$ cat config.mk
export PLATFORM = sky130hd
export DESIGN_NAME = crc32_frame_finder_unit
export DESIGN_NICKNAME = d
export VERILOG_FILES = /design/src/rtl/cff_pkg.sv /design/src/rtl/cff_cfg_regs.sv /design/src/rtl/cff_search.sv /design/src/rtl/crc32_frame_finder_unit.sv
export SDC_FILE = /design/constraint.sdc
export NUM_CORES = 1
export LEC_CHECK = 0
export ABC_AREA = 1
export BUFFER_PORTS_ARGS = -buffer_cell sky130_fd_sc_hd__buf_4
export CAP_MARGIN = 15
export CELL_PAD_IN_SITES_DETAIL_PLACEMENT = 0
export CELL_PAD_IN_SITES_GLOBAL_PLACEMENT = 1
export CORE_UTILIZATION = 48
export DETAILED_ROUTE_END_ITERATION = 8
export GPL_ROUTABILITY_DRIVEN = 0
export PLACE_DENSITY_LB_ADDON = 0.1
export SETUP_SLACK_MARGIN = 0.5
export SLEW_MARGIN = 25
export SYNTH_ARGS = -nofsm -noshare
export SYNTH_HDL_FRONTEND = slang
export SYNTH_HIERARCHICAL = 1
export SYNTH_SLANG_ARGS = --single-unit
$ cat constraint.sdc
create_clock -name clk -period 15.59 [get_ports clk]
set_clock_uncertainty 0.05 [all_clocks]
set_input_delay 2.3385 -clock clk [delete_from_list [all_inputs] [get_ports clk]]
set_output_delay 2.3385 -clock clk [all_outputs]
set_load 0.01 [all_outputs]
$ cat src/rtl/cff_pkg.sv
// shared types, constants and the crc byte update for the crc-32 frame finder
`default_nettype none

package cff_pkg;

  localparam int unsigned MAX_FRAME_BYTES = 1024;

  localparam int unsigned LEN_W     = 11;
  localparam int unsigned PAYLOAD_W = 10;
  localparam int unsigned CFG_IDX_W = 3;
  localparam int unsigned CFG_DATA_W = 16;

  localparam logic [31:0] CRC_POLY = 32'hEDB88320;
  localparam logic [31:0] CRC_INIT = 32'hFFFFFFFF;
  localparam logic [7:0]  ZERO_BYTE = 8'h00;

  localparam logic [LEN_W-1:0] HEAD_BYTES     = LEN_W'(6);
  localparam logic [LEN_W-1:0] FRAME_OVERHEAD = LEN_W'(10);
  localparam logic [LEN_W-1:0] TAIL_BYTES     = LEN_W'(4);
  localparam logic [LEN_W-1:0] MAX_LEN        = LEN_W'(MAX_FRAME_BYTES);

  localparam logic [LEN_W-1:0] POS_HEADER_HI = LEN_W'(1);
  localparam logic [LEN_W-1:0] POS_HEADER_LO = LEN_W'(2);
  localparam logic [LEN_W-1:0] POS_ADDRESS   = LEN_W'(4);
  localparam logic [LEN_W-1:0] POS_KIND      = LEN_W'(6);

  typedef enum logic [CFG_IDX_W-1:0] {
    REG_HEADER_WORD       = 3'd0,
    REG_OWN_ADDRESS       = 3'd1,
    REG_FIRST_FRAME_KIND  = 3'd2,
    REG_SECOND_FRAME_KIND = 3'd3,
    REG_MAX_PACKET_LENGTH = 3'd4
  } cfg_reg_t;

  typedef enum logic [1:0] {
    ST_FOUND         = 2'd0,
    ST_HEADER_BAD    = 2'd1,
    ST_BUFFER_ENDED  = 2'd2,
    ST_LIMIT_PASSED  = 2'd3
  } status_t;

  typedef struct packed {
    logic [15:0]      header_word;
    logic [7:0]       own_address;
    logic [7:0]       first_frame_kind;
    logic [7:0]       second_frame_kind;
    logic [LEN_W-1:0] max_packet_length;
  } cfg_t;

  typedef struct packed {
    status_t              status;
    logic [LEN_W-1:0]     packet_length;
    logic [PAYLOAD_W-1:0] payload_length;
    logic [7:0]           frame_kind;
  } result_t;

  function automatic logic [31:0] crc_feed(logic [31:0] crc, logic [7:0] b);
    logic [31:0] c;
    c = crc ^ {24'd0, b};
    for (int k = 0; k < 8; k++) begin
      c = {1'b0, c[31:1]} ^ (c[0] ? CRC_POLY : 32'd0);
    end
    return c;
  endfunction

endpackage

`default_nettype wire

$ cat src/rtl/cff_cfg_regs.sv
// configuration register file of the crc-32 frame finder
`default_nettype none

module cff_cfg_regs (
  input  wire logic                             clk,
  input  wire logic                             rst,
  input  wire logic                             cfg_valid,
  output logic                                  cfg_ready,
  input  wire logic [cff_pkg::CFG_IDX_W-1:0]    cfg_index,
  input  wire logic [cff_pkg::CFG_DATA_W-1:0]   cfg_data,
  output cff_pkg::cfg_t                         cfg
);

  assign cfg_ready = 1'b1;

  always_ff @(posedge clk) begin
    if (rst) begin
      cfg.header_word       <= 16'd0;
      cfg.own_address       <= 8'd0;
      cfg.first_frame_kind  <= 8'd0;
      cfg.second_frame_kind <= 8'd1;
      cfg.max_packet_length <= cff_pkg::MAX_LEN;
    end else if (cfg_valid && cfg_ready) begin
      case (cfg_index)
        cff_pkg::REG_HEADER_WORD:       cfg.header_word       <= cfg_data;
        cff_pkg::REG_OWN_ADDRESS:       cfg.own_address       <= cfg_data[7:0];
        cff_pkg::REG_FIRST_FRAME_KIND:  cfg.first_frame_kind  <= cfg_data[7:0];
        cff_pkg::REG_SECOND_FRAME_KIND: cfg.second_frame_kind <= cfg_data[7:0];
        cff_pkg::REG_MAX_PACKET_LENGTH:
          cfg.max_packet_length <= cfg_data[cff_pkg::LEN_W-1:0];
        default: ;
      endcase
    end
  end

endmodule

`default_nettype wire

$ cat src/rtl/cff_search.sv
// search state and per-byte header, crc and limit checks
`default_nettype none

module cff_search (
  input  wire logic              clk,
  input  wire logic              rst,
  input  wire logic              step,
  input  wire logic [7:0]        data_byte,
  input  wire logic              first_of_buffer,
  input  wire logic              last_of_buffer,
  input  wire cff_pkg::cfg_t     cfg,
  output logic                   res_valid,
  output cff_pkg::result_t       res
);

  logic [31:0]               running_crc;
  logic [7:0]                tail_window [4];
  logic [cff_pkg::LEN_W-1:0] byte_count;
  logic                      search_done;
  logic [7:0]                held_kind;

  logic                      active;
  logic [31:0]               crc_base;
  logic [7:0]                win_base [4];
  logic [cff_pkg::LEN_W-1:0] count_base;
  logic [7:0]                kind_base;
  logic [31:0]               running_crc_next;
  logic [7:0]                tail_window_next [4];
  logic [cff_pkg::LEN_W-1:0] byte_count_next;
  logic [7:0]                held_kind_next;
  logic [cff_pkg::LEN_W-1:0] limit;
  logic [31:0]               tail;
  logic                      head_ok;
  logic                      crc_match;
  cff_pkg::status_t          status_sel;
  logic [cff_pkg::LEN_W-1:0] payload_full;

  always_comb begin
    active     = first_of_buffer || !search_done;
    crc_base   = first_of_buffer ? cff_pkg::CRC_INIT : running_crc;
    count_base = first_of_buffer ? '0 : byte_count;
    kind_base  = first_of_buffer ? cff_pkg::ZERO_BYTE : held_kind;
    for (int i = 0; i < 4; i++) begin
      win_base[i] = first_of_buffer ? cff_pkg::ZERO_BYTE : tail_window[i];
    end

    running_crc_next = (count_base >= cff_pkg::TAIL_BYTES)
                       ? cff_pkg::crc_feed(crc_base, win_base[0]) : crc_base;
    tail_window_next[0] = win_base[1];
    tail_window_next[1] = win_base[2];
    tail_window_next[2] = win_base[3];
    tail_window_next[3] = data_byte;
    byte_count_next = count_base + cff_pkg::LEN_W'(1);

    limit = (cfg.max_packet_length < cff_pkg::MAX_LEN) ? cfg.max_packet_length
                                                       : cff_pkg::MAX_LEN;

    case (byte_count_next)
      cff_pkg::POS_HEADER_HI: head_ok = data_byte == cfg.header_word[15:8];
      cff_pkg::POS_HEADER_LO: head_ok = data_byte == cfg.header_word[7:0];
      cff_pkg::POS_ADDRESS:   head_ok = data_byte == cfg.own_address;
      cff_pkg::POS_KIND:      head_ok = data_byte == cfg.first_frame_kind ||
                                        data_byte == cfg.second_frame_kind;
      default:                head_ok = byte_count_next > cff_pkg::HEAD_BYTES ||
                                        data_byte == cff_pkg::ZERO_BYTE;
    endcase

    held_kind_next = (byte_count_next == cff_pkg::POS_KIND && head_ok)
                     ? data_byte : kind_base;

    tail = {tail_window_next[0], tail_window_next[1],
            tail_window_next[2], tail_window_next[3]};
    crc_match = byte_count_next >= cff_pkg::FRAME_OVERHEAD &&
                byte_count_next <= limit && ~running_crc_next == tail;

    res_valid  = 1'b1;
    status_sel = cff_pkg::ST_FOUND;
    if (!head_ok) begin
      status_sel = cff_pkg::ST_HEADER_BAD;
    end else if (crc_match) begin
      status_sel = cff_pkg::ST_FOUND;
    end else if (last_of_buffer) begin
      status_sel = cff_pkg::ST_BUFFER_ENDED;
    end else if (byte_count_next >= limit) begin
      status_sel = cff_pkg::ST_LIMIT_PASSED;
    end else begin
      res_valid = 1'b0;
    end
    res_valid = res_valid && active;

    payload_full = byte_count_next - cff_pkg::FRAME_OVERHEAD;
    res.status = status_sel;
    if (status_sel == cff_pkg::ST_FOUND) begin
      res.packet_length  = byte_count_next;
      res.payload_length = payload_full[cff_pkg::PAYLOAD_W-1:0];
      res.frame_kind     = held_kind_next;
    end else begin
      res.packet_length  = '0;
      res.payload_length = '0;
      res.frame_kind     = cff_pkg::ZERO_BYTE;
    end
  end

  always_ff @(posedge clk) begin
    if (rst) begin
      running_crc <= cff_pkg::CRC_INIT;
      byte_count  <= '0;
      search_done <= 1'b1;
      held_kind   <= cff_pkg::ZERO_BYTE;
      for (int i = 0; i < 4; i++) begin
        tail_window[i] <= cff_pkg::ZERO_BYTE;
      end
    end else if (step && active) begin
      running_crc <= running_crc_next;
      byte_count  <= byte_count_next;
      search_done <= res_valid;
      held_kind   <= held_kind_next;
      for (int i = 0; i < 4; i++) begin
        tail_window[i] <= tail_window_next[i];
      end
    end
  end

endmodule

`default_nettype wire

$ cat src/rtl/crc32_frame_finder_unit.sv
// top level of the crc-32 frame finder: input register, search stage, result register
//
// bytes of a receive buffer enter on the input channel (in_valid, in_stall) with
// first and last marks; a first mark starts a new search for a crc-32 framed packet
// and at most one result item leaves on the output channel (out_valid, out_stall)
// per search: found, header mismatch, buffer ended or length limit passed
// one byte is taken every cycle while in_stall is low; a result appears on the output after
// the byte that causes it has passed the input register and then the result register,
// the two stages, with the byte-wide crc update and compare between them
// while a result waits under out_stall the input register still takes one byte,
// then in_stall rises until the result is taken
// configuration is written through cfg_valid, cfg_ready, cfg_index and cfg_data, always
// ready; the user must write it only while no byte is in flight, the block does not enforce it
// reset empties both stages, loads the register reset values and leaves the block
// ignoring bytes until the first byte with a first mark
`default_nettype none

module crc32_frame_finder_unit (
  input  wire logic                             clk,
  input  wire logic                             rst,
  input  wire logic                             in_valid,
  output logic                                  in_stall,
  input  wire logic [7:0]                       data_byte,
  input  wire logic                             first_of_buffer,
  input  wire logic                             last_of_buffer,
  output logic                                  out_valid,
  input  wire logic                             out_stall,
  output logic [1:0]                            status,
  output logic [cff_pkg::LEN_W-1:0]             packet_length,
  output logic [cff_pkg::PAYLOAD_W-1:0]         payload_length,
  output logic [7:0]                            frame_kind,
  input  wire logic                             cfg_valid,
  output logic                                  cfg_ready,
  input  wire logic [cff_pkg::CFG_IDX_W-1:0]    cfg_index,
  input  wire logic [cff_pkg::CFG_DATA_W-1:0]   cfg_data
);

  cff_pkg::cfg_t    cfg;
  cff_pkg::result_t res;
  cff_pkg::result_t out_item;
  logic             res_valid;
  logic             hold_valid;
  logic [7:0]       hold_byte;
  logic             hold_first;
  logic             hold_last;
  logic             advance;
  logic             step;

  assign advance  = !out_valid || !out_stall;
  assign step     = hold_valid && advance;
  assign in_stall = hold_valid && !advance;

  cff_cfg_regs u_cfg (
    .clk       (clk),
    .rst       (rst),
    .cfg_valid (cfg_valid),
    .cfg_ready (cfg_ready),
    .cfg_index (cfg_index),
    .cfg_data  (cfg_data),
    .cfg       (cfg)
  );

  cff_search u_search (
    .clk             (clk),
    .rst             (rst),
    .step            (step),
    .data_byte       (hold_byte),
    .first_of_buffer (hold_first),
    .last_of_buffer  (hold_last),
    .cfg             (cfg),
    .res_valid       (res_valid),
    .res             (res)
  );

  // input register
  always_ff @(posedge clk) begin
    if (rst) begin
      hold_valid <= 1'b0;
    end else if (in_valid && !in_stall) begin
      hold_valid <= 1'b1;
    end else if (advance) begin
      hold_valid <= 1'b0;
    end
  end

  always_ff @(posedge clk) begin
    if (in_valid && !in_stall) begin
      hold_byte  <= data_byte;
      hold_first <= first_of_buffer;
      hold_last  <= last_of_buffer;
    end
  end

  // result register
  always_ff @(posedge clk) begin
    if (rst) begin
      out_valid <= 1'b0;
    end else if (advance) begin
      out_valid <= step && res_valid;
    end
  end

  always_ff @(posedge clk) begin
    if (advance && step && res_valid) begin
      out_item <= res;
    end
  end

  assign status         = out_item.status;
  assign packet_length  = out_item.packet_length;
  assign payload_length = out_item.payload_length;
  assign frame_kind     = out_item.frame_kind;

endmodule

`default_nettype wire
==> results.md <==
Floorplan:
- The die boundary width is 152 um.
- The number of top-level pins is 68.
- The initial standard-cell utilization of the core is 0.492.
- The number of placement rows is 54.
- The die is 152 um tall.
- The die covers 23100 um^2.
- The core region is 22000 um^2.

Yosys:
- The number of synthesis warnings is 6.
- Summing every instance area after synthesis gives 10800 um^2.
- Summed over all instances, the cell type with the most area after synthesis is edfxtp_1.
- The post-synthesis register bit count is 178.
- The net count of the mapped netlist is 1653.
- After synthesis, the netlist uses 48 different library cells.
- The most used flip-flop cell after synthesis is dfxtp_1.
- The number of synthesized flops with an enable pin is 73.
- The average footprint of a synthesized cell is 6.75 um^2.
- The synthesized instance count is 1601.
- The area share of the largest cell type after synthesis is 0.203.
- Of all flip-flops after synthesis, the portion carrying an async set or reset was 0.
- The sequential-to-total area share from yosys stat is 0.398.
- Sorting the synthesized cells by area gives the leading types as edfxtp_1, dfxtp_1, nand2_1.

Timing:
- The headroom to the max-slew limit is 0.471.
- The final critical-path share of the clock period is 0.377.
- The max-slew violation count was 0.
- The transition time at the pin with the least slew margin is 792 ps.
- The post-route setup TNS is 0 ps.
- The final number of setup-violating endpoints is 0.
- Setup repair after global routing left no endpoint under its margin.
- The final count of hold timing violations is 0.
- For the finished layout, the period the worst path requires is 5880 ps.
- The upper clock frequency limit is 170 MHz.

Global routing:
- The via count of the first global-routing pass is 9421.
- The global-route wire length before repair is 52700 um.
- The total overflow left after global routing is 0.
- The largest net degree at the start of global routing is 59.
- For this run, the total global-route usage over all layers was measured as 0.295.
- The number of antenna violations at the first check in global routing came to 0.

Cells and area:
- 0 antenna diodes ended up in the layout.
- The net count of the finished layout is 1697.
- The fraction of layout cells with a size suffix above 1 is 0.0953.
- Once layout is complete, the utilization of the core stands at 0.549.
- The non-filler instance count after layout is 1938.
- The cell area after layout is 12000 um^2.
- Compared with the post-synthesis result, the final layout area differs by 11.5%.

Power:
- Of the total power, combinational logic draws 0.111.
- The internal portion of the total power is 760 uW.
- The net switching power of the design is 294 uW.
- Summed over all cells, the static leakage comes to 5.78 nW.
- The fraction of power spent switching nets is 0.279.
- Of the total power, registers draw 0.478.
- The worst voltage drop across the vdd grid is 0.0755 mV.
- The share of total power dissipated in the clock network is 0.411.
- The power per unit of standard cell area is 87.5 nW/um^2.

Worst setup path:
- The element type at the critical path start is a flip-flop.
- The data arrival time of the critical path is 5940 ps.
- In this run the worst path has a maximum fanout of 58.
- STA classifies the critical path endpoint as a flip-flop.
- The required arrival time at the worst endpoint is 15650 ps.
- The critical path is of the reg2reg type.

CTS:
- At the later pin of the worst-skew pair, clock insertion delay measures 450 ps.
- The CTS tree is built.
- The clock drives 178 sinks.
- The post-cts gate resize count is 0.
- The number of clock buffers added by TritonCTS is 17.
- The clock-pin slew reported for the worst setup and hold paths after clock tree synthesis is 70 ps.
- The post-CTS setup buffer count is 0.
- After clock tree synthesis, the flow added hold-fix buffers numbering 0.
- The root buffer cell is clkbuf_16.
- The total number of H-tree levels is 4.
- In this run the deepest clock path goes through 2 buffers.

Placed design:
- The number of placed instances, taps included, is 1906.
- Buffers placed on the I/O ports in this run total 66.
- Once detailed placement completed, the half-perimeter wirelength came to 24600 um.
- In this run the cell area measured after placement is 11500 um^2.

Routing:
- The vias after detailed routing is 10300.
- The via density per instance is 5.34.
- The length of the first detailed-routing pass in iterations is 5.
- The violation count after the first detailed-routing iteration is 828.
- In the routed design, unresolved DRC markers number 0.
- The number of nets with antenna violations after routing is 0.
- Dividing the detail-routed wire length by the instance count gives 17.2 um.
- For this block, the routed nets add up to 33400 um of wire.

Hold path:
- In this run the worst hold path is classified as reg2reg.

Flow run:
- Max-cap violations in this run came to 0.

Run status:
- The flow ran to the end, and the final reports show no timing, DRC or antenna violations.
-- flip-flops by register name (all words and copies together) (netlist names), 2 cells and up --
name / count
frame_kind: 8
hold_byte: 8
payload_length: 10
u_search/byte_count: 11
u_cfg/cfg: 51
status: 2
packet_length: 11
u_search/held_kind: 8
u_search/running_crc: 32
u_search/tail_window: 32
-- metal layers --
metal  GRT usage  up-vias  routed length, um
met1       0.383     4768              14600
met3      0.0314       43               1580
met5           0        -                  0
met2       0.514      318              16400
met4      0.0952        0                784
li1            -     5213                  -
-- cell type report --
class / instances / area (um^2)
clock buffers: 20 / 478
clock inverters: 12 / 109
fillers: 2194 / 9910
inverters: 170 / 643
multi-input cells: 1205 / 5620
flip-flops and latches: 178 / 4290
well taps: 280 / 350
repair buffers: 73 / 548
-- placed cells by master, fill, tap and decap left out, types with 10 or more instances in the layout --
cell / count
nor2_1: 242
nor2_2: 12
nand3_1: 179
dfxtp_1: 105
nand4_1: 22
nand2_2: 10
edfxtp_1: 73
buf_4: 73
a21oi_1: 20
nand3b_1: 16
a22oi_1: 18
inv_1: 155
o21ai_0: 28
xor2_1: 21
ha_1: 18
xnor2_1: 10
o22ai_1: 12
clkbuf_16: 18
nand2_1: 550
-- stage by stage --
step,setup WS (ps),hold slack [ps],power (mW)
after floorplan,8890,376,0.590
after detailed placement,9690,390,0.630
after global routing,9210,439,1.09
after global placement,9800,386,0.630
final,9710,403,1.05
after CTS,9670,404,1.06
-- cells in the mapped netlist (6+ instances only) --
cell / count
nor2_2: 11
nand3b_1: 16
xor2_1: 21
nor3_1: 6
o22ai_1: 12
a21oi_1: 20
inv_2: 7
o21ai_1: 8
xnor2_1: 10
edfxtp_1: 73
buf_2: 11
buf_4: 9
nand2_1: 550
o21ai_0: 28
ha_1: 18
inv_1: 156
nand2_2: 10
nand4_1: 22
nor2_1: 244
a22oi_1: 18
dfxtp_1: 105
or2_2: 6
clkbuf_1: 19
nand3_1: 179
clkinv_1: 6
-- power groups by stage --
stage	registers (mW)	clock network [mW]	logic, mW
2_1_floorplan	0.513	0	0.0772
3_3_place_gp	0.514	0	0.116
3_5_place_dp	0.515	0	0.116
4_1_cts	0.504	0.441	0.116
5_1_grt	0.505	0.459	0.130
6_report	0.504	0.433	0.117
-- worst max-delay path: stages (launching register included) --
cell and delay, ps:
edfxtp_1 380, buf_4 300, inv_4 560, nand3_1 280, nor2_2 230, nand3b_1 100
nand2_1 190, inv_1 110, ha_1 310, nand2_1 60, or4_1 520, nor3_1 320
inv_1 100, nand2_1 100, nand4_1 90, nor2_1 110, nand3_1 80, nor2_1 90
nand2_1 100, nand2_1 90, nor2_1 40, a21oi_1 120, inv_1 80, nor3_2 630
buf_4 440
-- path summary, 6_finish.rpt --
kind | start | to | slack, ps | depth (start not counted)
worst min-delay path | u_search/held_kind[7]$_SDFFE_PP0P_ | u_search/held_kind[7]$_SDFFE_PP0P_ | 400 | 2
worst min register to register | u_search/held_kind[7]$_SDFFE_PP0P_ | u_search/held_kind[7]$_SDFFE_PP0P_ | 400 | 2
worst max-delay path | hold_first$_DFFE_PP_ | packet_length[10]$_DFFE_PP_ | 9710 | 24
worst max register to register | hold_first$_DFFE_PP_ | packet_length[10]$_DFFE_PP_ | 9710 | 24
-- cells by family after synthesis --
family          synth area share
buf+inv                   0.0832
flops                      0.398
other cells             0.000347
fa+ha+maj                 0.0209
simple gates               0.416
compound gates            0.0551
xor+xnor                  0.0266
No activity file was read; power rests on OpenSTA's default activity.
